`src/hdl/cts_pkg.sv`:
```
// Shared constants, codes and controller/datapath interface types for tournament selection.
package cts_pkg;

  localparam int DEF_MAX_POP = 256;

  localparam int ENERGY_W   = 32;
  localparam int IDX_W      = 8;
  localparam int POP_W      = 9;
  localparam int CAP_W      = 3;
  localparam int CNT_W      = 3;
  localparam int IN_DATA_W  = 56;
  localparam int IN_USER_W  = 1;
  localparam int OUT_DATA_W = 24;
  localparam int OUT_USER_W = 2;
  localparam int CFG_IDX_W  = 1;
  localparam int CFG_DATA_W = 9;

  localparam logic [CNT_W-1:0] COUNT_MAX = 3'd7;

  localparam logic [CFG_IDX_W-1:0] REG_POP_SIZE = 1'd0;
  localparam logic [CFG_IDX_W-1:0] REG_USE_CAP  = 1'd1;

  localparam logic [POP_W-1:0] POP_RESET = 9'd256;
  localparam logic [CAP_W-1:0] CAP_RESET = 3'd4;

  localparam logic OP_LOAD    = 1'b0;
  localparam logic OP_TOURNEY = 1'b1;

  typedef struct packed {
    logic clear;   // zero one use count of the power-up sweep
    logic load;    // store energy and clear count of the request's member
    logic start;   // capture starts, begin first probe
    logic probe;   // issue one count read
    logic second;  // probing for the second contestant
    logic take1;   // first contestant found, restart probe at second start
    logic none;    // nobody eligible
    logic take2;   // second contestant found
    logic ride;    // no distinct second contestant
    logic rd1;     // read first energy, bump first count
    logic rd2;     // read second energy, bump second count
    logic cmp;     // pick the winner
    logic emit;    // load the output register
  } cmd_t;

  typedef struct packed {
    logic clear_last;
    logic hit;
    logic exhausted;
    logic out_free;
  } status_t;

endpackage

```
`src/hdl/cts_ctrl.sv`:
```
// Controller state machine: sequences clearing, probing, energy reads and result hand-off.
module cts_ctrl import cts_pkg::*; (
  input  logic    clk,
  input  logic    rst,
  input  logic    in_valid,
  input  logic    in_opcode,
  output logic    in_ready,
  input  status_t status,
  output cmd_t    cmd
);

  localparam logic [2:0] S_CLEAR  = 3'd0;
  localparam logic [2:0] S_IDLE   = 3'd1;
  localparam logic [2:0] S_PROBE1 = 3'd2;
  localparam logic [2:0] S_PROBE2 = 3'd3;
  localparam logic [2:0] S_RD1    = 3'd4;
  localparam logic [2:0] S_RD2    = 3'd5;
  localparam logic [2:0] S_CMP    = 3'd6;
  localparam logic [2:0] S_RESULT = 3'd7;

  logic [2:0] state;
  logic [2:0] state_next;
  logic       accept;

  assign in_ready = (state == S_IDLE);
  assign accept   = in_valid && in_ready;

  always_comb begin
    state_next = state;
    cmd        = '0;
    unique case (state)
      S_CLEAR: begin
        cmd.clear = 1'b1;
        if (status.clear_last) begin
          state_next = S_IDLE;
        end
      end
      S_IDLE: begin
        if (accept) begin
          if (in_opcode == OP_LOAD) begin
            cmd.load = 1'b1;
          end else begin
            cmd.start  = 1'b1;
            state_next = S_PROBE1;
          end
        end
      end
      S_PROBE1: begin
        cmd.probe = !(status.hit || status.exhausted);
        if (status.hit) begin
          cmd.take1  = 1'b1;
          state_next = S_PROBE2;
        end else if (status.exhausted) begin
          cmd.none   = 1'b1;
          state_next = S_RESULT;
        end
      end
      S_PROBE2: begin
        cmd.second = 1'b1;
        cmd.probe  = !(status.hit || status.exhausted);
        if (status.hit) begin
          cmd.take2  = 1'b1;
          state_next = S_RD1;
        end else if (status.exhausted) begin
          cmd.ride   = 1'b1;
          state_next = S_RD1;
        end
      end
      S_RD1: begin
        cmd.rd1    = 1'b1;
        state_next = S_RD2;
      end
      S_RD2: begin
        cmd.rd2    = 1'b1;
        state_next = S_CMP;
      end
      S_CMP: begin
        cmd.cmp    = 1'b1;
        state_next = S_RESULT;
      end
      S_RESULT: begin
        if (status.out_free) begin
          cmd.emit   = 1'b1;
          state_next = S_IDLE;
        end
      end
      default: state_next = S_IDLE;
    endcase
  end

  always_ff @(posedge clk) begin
    if (rst) begin
      state <= S_CLEAR;
    end else begin
      state <= state_next;
    end
  end

endmodule

```
`config.mk`:
```
export PLATFORM = sky130hd
export DESIGN_NAME = cts_ctrl
export DESIGN_NICKNAME = d
export VERILOG_FILES = /design/src/hdl/cts_pkg.sv /design/src/hdl/cts_ctrl.sv
export SDC_FILE = /design/constraint.sdc
export NUM_CORES = 1
export LEC_CHECK = 0
export ABC_AREA = 1
export CORE_AREA = 2 2 39 41
export CTS_CLUSTER_SIZE = 28
export DETAILED_ROUTE_END_ITERATION = 6
export DIE_AREA = 0 0 41 43
export DONT_BUFFER_PORTS = 1
export HOLD_SLACK_MARGIN = 0.03
export PLACE_DENSITY_LB_ADDON = 0.3
export SETUP_SLACK_MARGIN = 0.4
export SLEW_MARGIN = 20
export SYNTH_ARGS = -nofsm -noshare
export SYNTH_HDL_FRONTEND = slang
export SYNTH_SLANG_ARGS = --single-unit
export TNS_END_PERCENT = 20
```
`constraint.sdc`:
```
create_clock -name clk -period 2.07 [get_ports clk]
set_input_delay 0.207 -clock clk [delete_from_list [all_inputs] [get_ports clk]]
set_output_delay 0.207 -clock clk [all_outputs]
set_load 0.03 [all_outputs]
```
==> impl_metrics.toml, run 1 <==
[clock_tree]
postCtsSetupBuffers = 0
clk_pin_slew_worst_paths_ns = 0.04
clockRootBuffer = "clkbuf_4"
h-tree-depth = 1
cts.sinks = 3
insertion_delay_ns = 0.23
cts_tree = "built"
cts_buffers = 3
cts_max_path_buffers = 2

[synth]
synth_top_flop_cell = "dfxtp_1"
synth_seq_cells = 3
syn_area_um2 = 308
syn_nets = 65
synth_top_area_share_pct = 19.5
synth_top_area_cell = "dfxtp_1"
synth_area_leaders = "dfxtp_1 20%, nand2_1 16%, nor2_1 16%, inv_1 9.8%, nor3_1 8.1%"
avgSynthCellArea_um2 = 5.40
ys.warnings.count = 0
yosysSeqAreaShare_pct = 19.5
synth-async-reset-ratio_pct = 0
synthTopCellsByCount = "13 x nand2_1, 13 x nor2_1, 8 x inv_1, 5 x nor3_1"
synth_cells = 57
synth_cell_types = 16
synth_edf_count = 0

[grt]
grt-ovfl-total = 0
grt_usage_pct = 9.54
antenna_found_initial = 0
grt_max_degree = 9
grt_pass1_vias = 310
grt_pass1_wl_mm = 1.16

[floorplanning]
start_util_pct = 22.2
num_rows = 14
core_um2 = 1380
dieArea_um2 = 1760
die_h_um = 43
io_pins = 22
die_x_um = 41

[worst_setup_path]
rr_worst_depth = 7
cp_top_family = "simple AND/OR/NAND/NOR gates"
reg2reg_from = "state[2]$_SDFFE_PP0P_"
startpoint_type = "register"
critical_path_arrival_ns = 1.39
cpPeakStageDelay_ns = 0.44
worstSetupPathType = "register to output pin"
cp_num_cells = 4
r2r_slack_ns = 0.82
worst_path_max_delay_cell = "nor2_1"
path_cells = "inv_2, nor2_4, nand2_1, nor2_1"
cp-end-kind = "output pin"
endpoint = "cmd[7]"
critPathBufInv = 1
crit_fanout = 7
reg2reg_to = "state[0]$_SDFFE_PP0P_"
cp.required_ns = 1.86
critPathLaunch = "state[1]$_SDFFE_PP0P_"

[finish]
regMostFlops = "state"
layout.nets = 76
area_growth_pct = 34.6
seqCellArea_um2 = 61.3
diodes = 0
largest_register_ffs = 3
largestRegisters = "state (3)"
drive_gt1_share_pct = 31.3
fillers = 172
multi_input_area_um2 = 213

[run]
maxCapViolCount = 0

[pwr]
p_leak_nw = 0.226
powerDensity_nw_per_um2 = 1700
vdd_drop_max_v = 0.000418

[place]
dp_hpwl_um = 652
dpl_worst_slack_ns = 0.595
io_buffers = 0
gp_congestion = 0.820

[sta]
period_needed_ns = 1.60
tightestPinTransition_ns = 0.562
relSlewSlack_pct = 62.4
min_period_over_period_pct = 77.1
tns_ns = 0
setup_viol = 0
final_hold_viol_count = 0
drv_slew = 0
max_freq_mhz = 626
rsz0062_at_grt = "true"
skew_ns = 0.00525
worst_slack_ns = 0.473

[routing]
drc = 0
drt_iter0_markers = 17
ant_nets = 0
wire_per_inst_um = 9.60
totalWireLength_um = 797
drt_pass1_iterations = 4
routed_via_density = 4.52
vias = 375

[status]
outcome = "completed"

[worst_hold_path]
hp-class = "input pin to register"
[cells by family (layout without fill, tap and decap cells)]
| family | count (synthesis) | count (layout) | synth area share (%) |
|---|---|---|---|
| flops | 3 | 3 | 19.5 |
| compound gates | 4 | 4 | 8.13 |
| simple gates | 38 | 38 | 56.5 |
| buf+inv | 12 | 22 | 15.9 |
[layout by cell type (no fill, tap or decap)]
cell      Yosys  layout
clkbuf_1      0       1
inv_1         8       7
nor3_1        5       4
nand3b_2      1       1
nor2_4        1       1
a22oi_1       1       1
o31ai_1       1       1
nor2_2        1       2
nor2_1       13      12
inv_2         3       4
dfxtp_2       0       1
nand2_1      13      13
nand3_1       2       2
buf_4         1       7
dfxtp_1       3       2
nand2_2       1       1
a21oi_1       2       2
clkbuf_4      0       3
nor3_4        0       1
nand4_1       1       1
[through the flow]
step                      cell area, um^2  power (mW)  instances  util [%]  hold WS [ns]
after floorplan                       315       0.526         57         -         0.372
after global placement                380       0.601         79      27.5         0.397
after detailed placement              380       0.598         79      27.5         0.392
after CTS                             407       0.709         83      29.4         0.140
after global routing                  414       0.767         83      29.9         0.145
final                                 414       0.702         83      29.9         0.139
[worst min path at each step]
| stage | startpoint | slack [ns] | end | depth (start not counted) |
|---|---|---|---|---|
| floorplan | status[2] | 0.37 | state[0]$_SDFFE_PP0P_ | 2 |
| global placement | rst | 0.40 | state[0]$_SDFFE_PP0P_ | 3 |
| detailed placement | rst | 0.39 | state[0]$_SDFFE_PP0P_ | 3 |
| CTS | rst | 0.14 | state[0]$_SDFFE_PP0P_ | 3 |
| global route | rst | 0.15 | state[0]$_SDFFE_PP0P_ | 3 |
| finish | rst | 0.14 | state[0]$_SDFFE_PP0P_ | 3 |
[final cells by class]
type / count / area share (%)
Sequential cell: 3 / 14.8
Clock buffer: 4 / 6.34
Inverter: 11 / 9.97
Tap cell: 16 / 4.83
Multi-Input combinational cell: 42 / 51.4
Timing Repair Buffer: 7 / 12.7
[power by group]
group          internal (mW)  switching, mW  leakage, nW
logic                  0.120          0.330        0.186
registers             0.0897         0.0603       0.0252
clock network         0.0723         0.0302       0.0150
[layer usage]
metal / track usage (%) / part of all wire (%) / up-vias
met1: 11.3 / 41 / 153
met5: 0 / 0 / -
met2: 13.4 / 44 / 25
met3: 5.76 / 15 / 0
met4: 4.00 / 0 / 0
li1: - / - / 197
[tightest hold or removal path, delay by kind of cell]
family,cells,cell delay [ns]
buffers and inverters,1,0.04
AND/OR/NAND/NOR,2,0.09
[timing repair]
action                                  CTS  global route
gates resized for setup                   1             2
endpoints found under the setup margin    1             4
hold buffers                              0             0
Note: power is estimated with default switching activity, not from simulation.
==> run 2, diff against run 1 <==
Settings changed: ABC_AREA 1 to 0, CORE_AREA 2 2 39 41 to not set, CORE_MARGIN set to 2, CORE_UTILIZATION set to 25, DIE_AREA 0 0 41 43 to not set.
Clock period 2.07 ns to 1.7 ns, I/O delays scaled along.
==> impl_metrics.toml, run 2 <==
[clock_tree]
insertion_delay_ns = 0.24
clk_pin_slew_worst_paths_ns = 0.04
cts_tree = "built"
h-tree-depth = 1
clockRootBuffer = "clkbuf_4"
cts_buffers = 3
cts.sinks = 3
cts_max_path_buffers = 2

[sta]
final_hold_viol_count = 0
tightestPinTransition_ns = 0.245
max_freq_mhz = 740
worst_slack_ns = 0.349
period_needed_ns = 1.35
rsz0062_at_grt = "true"
tns_ns = 0
drv_slew = 0
skew_ns = 0.00218
setup_viol = 0
relSlewSlack_pct = 83.6
min_period_over_period_pct = 79.4

[grt]
grt_pass1_wl_mm = 1.31
grt_usage_pct = 13.1
grt-ovfl-total = 0
antenna_found_initial = 0
grt_max_degree = 13
grt_pass1_vias = 344

[synth]
synth_top_area_share_pct = 18.0
synth_cell_types = 27
synth_area_leaders = "dfxtp_1 18%, nor4b_4 7.1%, nand2b_1 5.6%, nor2_1 5.6%, a41oi_2 4.9%"
avgSynthCellArea_um2 = 7.59
synthTopCellsByCount = "5 x nor2_1, 3 x dfxtp_1, 3 x inv_1, 3 x nand2b_1"
synth_top_area_cell = "dfxtp_1"
syn_area_um2 = 334
synth_top_flop_cell = "dfxtp_1"
yosysSeqAreaShare_pct = 18.0
synth_edf_count = 0
synth_cells = 44
syn_nets = 52
synth-async-reset-ratio_pct = 0
synth.most_common_cell = "nor2_1"
ys.warnings.count = 0
synth_seq_cells = 3

[worst_setup_path]
crit_fanout = 6
worstSetupPathType = "register to output pin"
cp_common_cell = "buf_6"
reg2reg_from = "state[2]$_SDFFE_PP0P_"
r2r_slack_ns = 0.49
critical_path_arrival_ns = 1.18
endpoint = "cmd[7]"
reg2reg_to = "state[0]$_SDFFE_PP0P_"
critPathLaunch = "state[2]$_SDFFE_PP0P_"
critPathBufInv = 2
cpPeakStageDelay_ns = 0.37
startpoint_type = "register"
path_cells = "buf_6, nor4bb_4, buf_6"
cp.required_ns = 1.53
rr_worst_depth = 4
cp_num_cells = 3
cp_top_family = "flip-flops"
cp-end-kind = "output pin"
worst_path_max_delay_cell = "dfxtp_4"

[finish]
layout.cells.most_common = "buf_4"
final_cell_count_no_fill = 77
layout.nets = 71
regMostFlops = "state"
area_growth_pct = 70.4
largestRegisters = "state (3)"
largest_register_ffs = 3
diodes = 0
drive_gt1_share_pct = 61.3
fillers = 129

[floorplanning]
die_x_um = 40.6
core_um2 = 1270
die_h_um = 40.6
io_pins = 22
start_util_pct = 26.3
dieArea_um2 = 1640
num_rows = 13

[routing]
wl_met3_um = 67
drc = 0
ant_nets = 0
drt_pass1_iterations = 4
wl_met1_um = 323
wl_met2_um = 487
totalWireLength_um = 902
vias = 385
wire_per_inst_um = 11.7
drt_iter0_markers = 1
routed_via_density = 5.00
routed.top_layer = "met4"

[pwr]
internal_power_uw = 274
p_sw_uw = 185
power.share.clock_pct = 27.9
p_sw_share_pct = 40.3
pwr-share-seq_pct = 24.7
p_leak_nw = 0.223
combPwrFrac_pct = 47.4
powerDensity_nw_per_um2 = 807
vdd_drop_max_v = 0.000468
finalPower_uw = 460

[place]
place_inst = 69
dp_hpwl_um = 607
gp_congestion = 0.773
dpl_worst_slack_ns = 0.199
io_buffers = 0

[run]
maxCapViolCount = 0

[status]
outcome = "completed"

[worst_hold_path]
hp-class = "input pin to register"
## run 2: cell count changes in the layout (fill, tap and decap cells not counted), moves of 2 or more
cell / change
nand2_1: -11
nor2_1: -9
buf_4: +6
inv_1: -5
buf_6: +3
dfxtp_4: +3
inv_2: -3
nand2b_1: +3
and2_4: +2
and3_4: +2
dfxtp_1: -2
nor3_1: -2
## run 2: cells by family after synthesis
| logic type | share of synthesized area, % |
|---|---|
| flip-flops | 18.0 |
| buffers and inverters | 9.74 |
| XOR/XNOR | 2.62 |
| AO/OA/AOI/OAI | 20.2 |
| AND/OR/NAND/NOR | 49.4 |
## run 2: power by group through the flow
stage | combinational, mW | clock (mW) | sequential, mW
after floorplan | 0.162 | 0 | 0.0876
after global placement | 0.188 | 0 | 0.112
after detailed placement | 0.188 | 0 | 0.113
after CTS | 0.206 | 0.135 | 0.114
after global routing | 0.235 | 0.141 | 0.117
final | 0.218 | 0.128 | 0.113
## run 2: area by class of cell
cell class                 count  area (um^2)  area share (%)
timing repair buffer          18          146            25.7
sequential                     3         71.3            12.5
multi-input combinational     34          295            51.9
clock buffer                   4         26.3            4.62
tap                           15         18.8            3.30
inverter                       3         11.3            1.98
## run 2: stage by stage
step                hold WS, ns  utilization (%)  area, um^2
floorplan                 0.238                -         357
global placement          0.241             36.2         459
detailed placement        0.243             36.2         459
CTS                       0.121             42.4         538
global route              0.154             44.9         569
finish                    0.128             44.9         569
## run 2: worst register-to-register path, cell delays in order (launching register included)
cell and delay [ns]:
dfxtp_4 0.37, buf_4 0.15, a41oi_2 0.24, a21oi_1 0.12, a311oi_2 0.23
## run 2: worst min-delay path by stage
stage / startpoint / to / slack (ns) / depth (start not counted)
after global placement: rst / state[0]$_SDFFE_PP0P_ / 0.24 / 1
after global routing: rst / state[2]$_SDFFE_PP0P_ / 0.15 / 3
final: rst / state[2]$_SDFFE_PP0P_ / 0.13 / 3
after CTS: rst / state[2]$_SDFFE_PP0P_ / 0.12 / 3
after floorplan: rst / state[0]$_SDFFE_PP0P_ / 0.24 / 1
after detailed placement: rst / state[0]$_SDFFE_PP0P_ / 0.24 / 1
## run 2: per-layer routing
metal	global-route usage (%)	vias to the layer above
met2	21.8	17
met1	11.6	171
met4	15.0	0
met5	0	-
met3	3.89	3
li1	-	194
## run 2: repair_timing
action | in CTS | in global routing
hold buffers | 1 | 0
setup endpoints to repair | 15 | 11
hold endpoints to repair | 3 | 0
gates resized for setup | 14 | 5
buffers inserted | 2 | 1
pin swaps | 2 | 1
==> run 3, diff against run 2 <==
Settings changed: ABC_AREA 0 to 1, CORE_AREA set to 2 2 39 41, CORE_MARGIN 2 to not set, CORE_UTILIZATION 25 to not set, DIE_AREA set to 0 0 41 43.
Clock period 1.7 ns to 1.2 ns, I/O delays scaled along.
==> impl_metrics.toml, run 3 (synthesis gave the netlist of run 1 again) <==
[status]
outcome = "complete, but fails checks"
violations = "setup timing"

[routing]
routed_via_density = 4.68
drt_iter0_markers = 3
ant_nets = 0
vias = 463
totalWireLength_mm = 1.06
wire_per_inst_um = 10.7
drc = 0
drt_pass1_iterations = 4

[sta]
tns_ns = -0.652
max_freq_mhz = 765
setup_viol = 11
drv_slew = 0
worst_slack_ns = -0.107
period_needed_ns = 1.31
final_hold_viol_count = 0
rsz0062_at_grt = "true"
holdWs_ns = 0.0519
tightestPinTransition_ns = 0.207
relSlewSlack_pct = 86.1
skew_ns = 0.00728
min_period_over_period_pct = 109

[finish]
layout.nets = 92
largest_register_ffs = 3
finalInstanceArea_um2 = 651
layout.cells.most_common = "buf_4"
area_growth_pct = 111
final_cell_mix = "18 x buf_4, 8 x nand2_1, 8 x nor2_1"
regMostFlops = "state"
diodes = 0
largestRegisters = "state (3)"
drive_gt1_share_pct = 66.3

[floorplanning]
die_x_um = 41
start_util_pct = 22.2
die_h_um = 43
io_pins = 22
num_rows = 14
dieArea_um2 = 1760
core_um2 = 1380

[worst_setup_path]
critical_path_arrival_ns = 1.19
startpoint_type = "register"
worstSetupPathType = "register to output pin"
cpPeakStageDelay_ns = 0.41
reg2reg_from = "state[2]$_SDFFE_PP0P_"
r2r_slack_ns = 0.04
cp.required_ns = 1.08
cp-end-kind = "output pin"
worst_path_max_delay_cell = "dfxtp_4"
reg2reg_to = "state[2]$_SDFFE_PP0P_"
crit_fanout = 7
path_cells = "inv_4, nor2_4, nand2_2, nor3_2, buf_4"
rr_worst_depth = 8

[clock_tree]
cts_buffers = 3
cts_tree = "built"
clockRootBuffer = "clkbuf_4"
insertion_delay_ns = 0.24
cts_max_path_buffers = 2
cts.sinks = 3
clk_pin_slew_worst_paths_ns = 0.04
h-tree-depth = 1

[grt]
grt_usage_pct = 14.3
grt_max_degree = 8
grt_pass1_wl_mm = 1.65
grt-ovfl-total = 0
grt_pass1_vias = 416
antenna_found_initial = 0

[pwr]
vdd_drop_max_v = 0.00101
powerDensity_nw_per_um2 = 2810
p_leak_nw = 0.319

[worst_hold_path]
whs_path_depth = 3
min_from = "rst"
holdPathEnd = "state[0]$_SDFFE_PP0P_"
hp-class = "input pin to register"

[place]
place_area_um2 = 517
io_buffers = 0
gp_congestion = 0.798
dp_hpwl_um = 756
dpl_worst_slack_ns = 0.0827

[run]
maxCapViolCount = 0
run 3: cell count changes in the layout (fill, tap and decap cells not counted), sizes merged, moves of 2 or more:
cell and change:
inv +7, and3 -2, nor4b -2, nand2b -3
nand2 +12, and2 -2, buf +7, nor2 +10
nor3 +3
run 3: how the worst max path moves through the flow:
stage | to | slack, ns | from
6_report | cmd[6] | -0.11 | state[1]$_SDFFE_PP0P_
5_1_grt | cmd[6] | -0.17 | state[1]$_SDFFE_PP0P_
4_1_cts | cmd[6] | -0.09 | state[1]$_SDFFE_PP0P_
3_5_place_dp | cmd[4] | 0.08 | state[2]$_SDFFE_PP0P_
3_3_place_gp | state[0]$_SDFFE_PP0P_ | 0.08 | state[2]$_SDFFE_PP0P_
2_1_floorplan | cmd[4] | -0.002 | state[1]$_SDFFE_PP0P_
run 3: layout make-up:
type,instances,area (um^2)
clock buffers,4,26.3
fillers,146,733
inverters,11,52.6
multi-input cells,42,289
flip-flops and latches,3,71.3
well taps,16,20.0
repair buffers,23,191
run 3: worst max-delay path: cells and delay by family (launching register included):
family / cells / cell delay, ns
buf+inv: 2 / 0.23
flops: 1 / 0.41
simple gates: 3 / 0.32
run 3: report_power, final:
group          leakage, nW  internal [mW]  switching (mW)  total (mW)
combinational        0.278          0.559           0.776        1.33
sequential          0.0267          0.184           0.126       0.310
clock               0.0150          0.125          0.0602       0.185
total                0.319          0.868           0.962        1.83
run 3: per-stage QoR:
step / power, mW / util [%] / std cells
detailed placement: 1.35 / 37.3 / 89
global route: 1.96 / 47.0 / 99
floorplan: 1.03 / - / 57
CTS: 1.78 / 45.7 / 99
finish: 1.83 / 47.0 / 99
global placement: 1.35 / 37.3 / 89
run 3: routing by layer:
| layer | routed length, um | part of all wire, % | GRT usage (%) |
|---|---|---|---|
| met5 | 0 | 0 | 0 |
| met4 | 45 | 4.2 | 12.0 |
| met3 | 78 | 7.4 | 5.24 |
| met2 | 548 | 52 | 20.9 |
| met1 | 387 | 37 | 15.1 |
run 3: timing repair:
item	4_1_cts	5_1_grt
pin swaps	7	2
cloned	0	0
resized for setup	15	4
buffers inserted	6	0
endpoints found under the setup margin	17	17
hold buffers	0	0
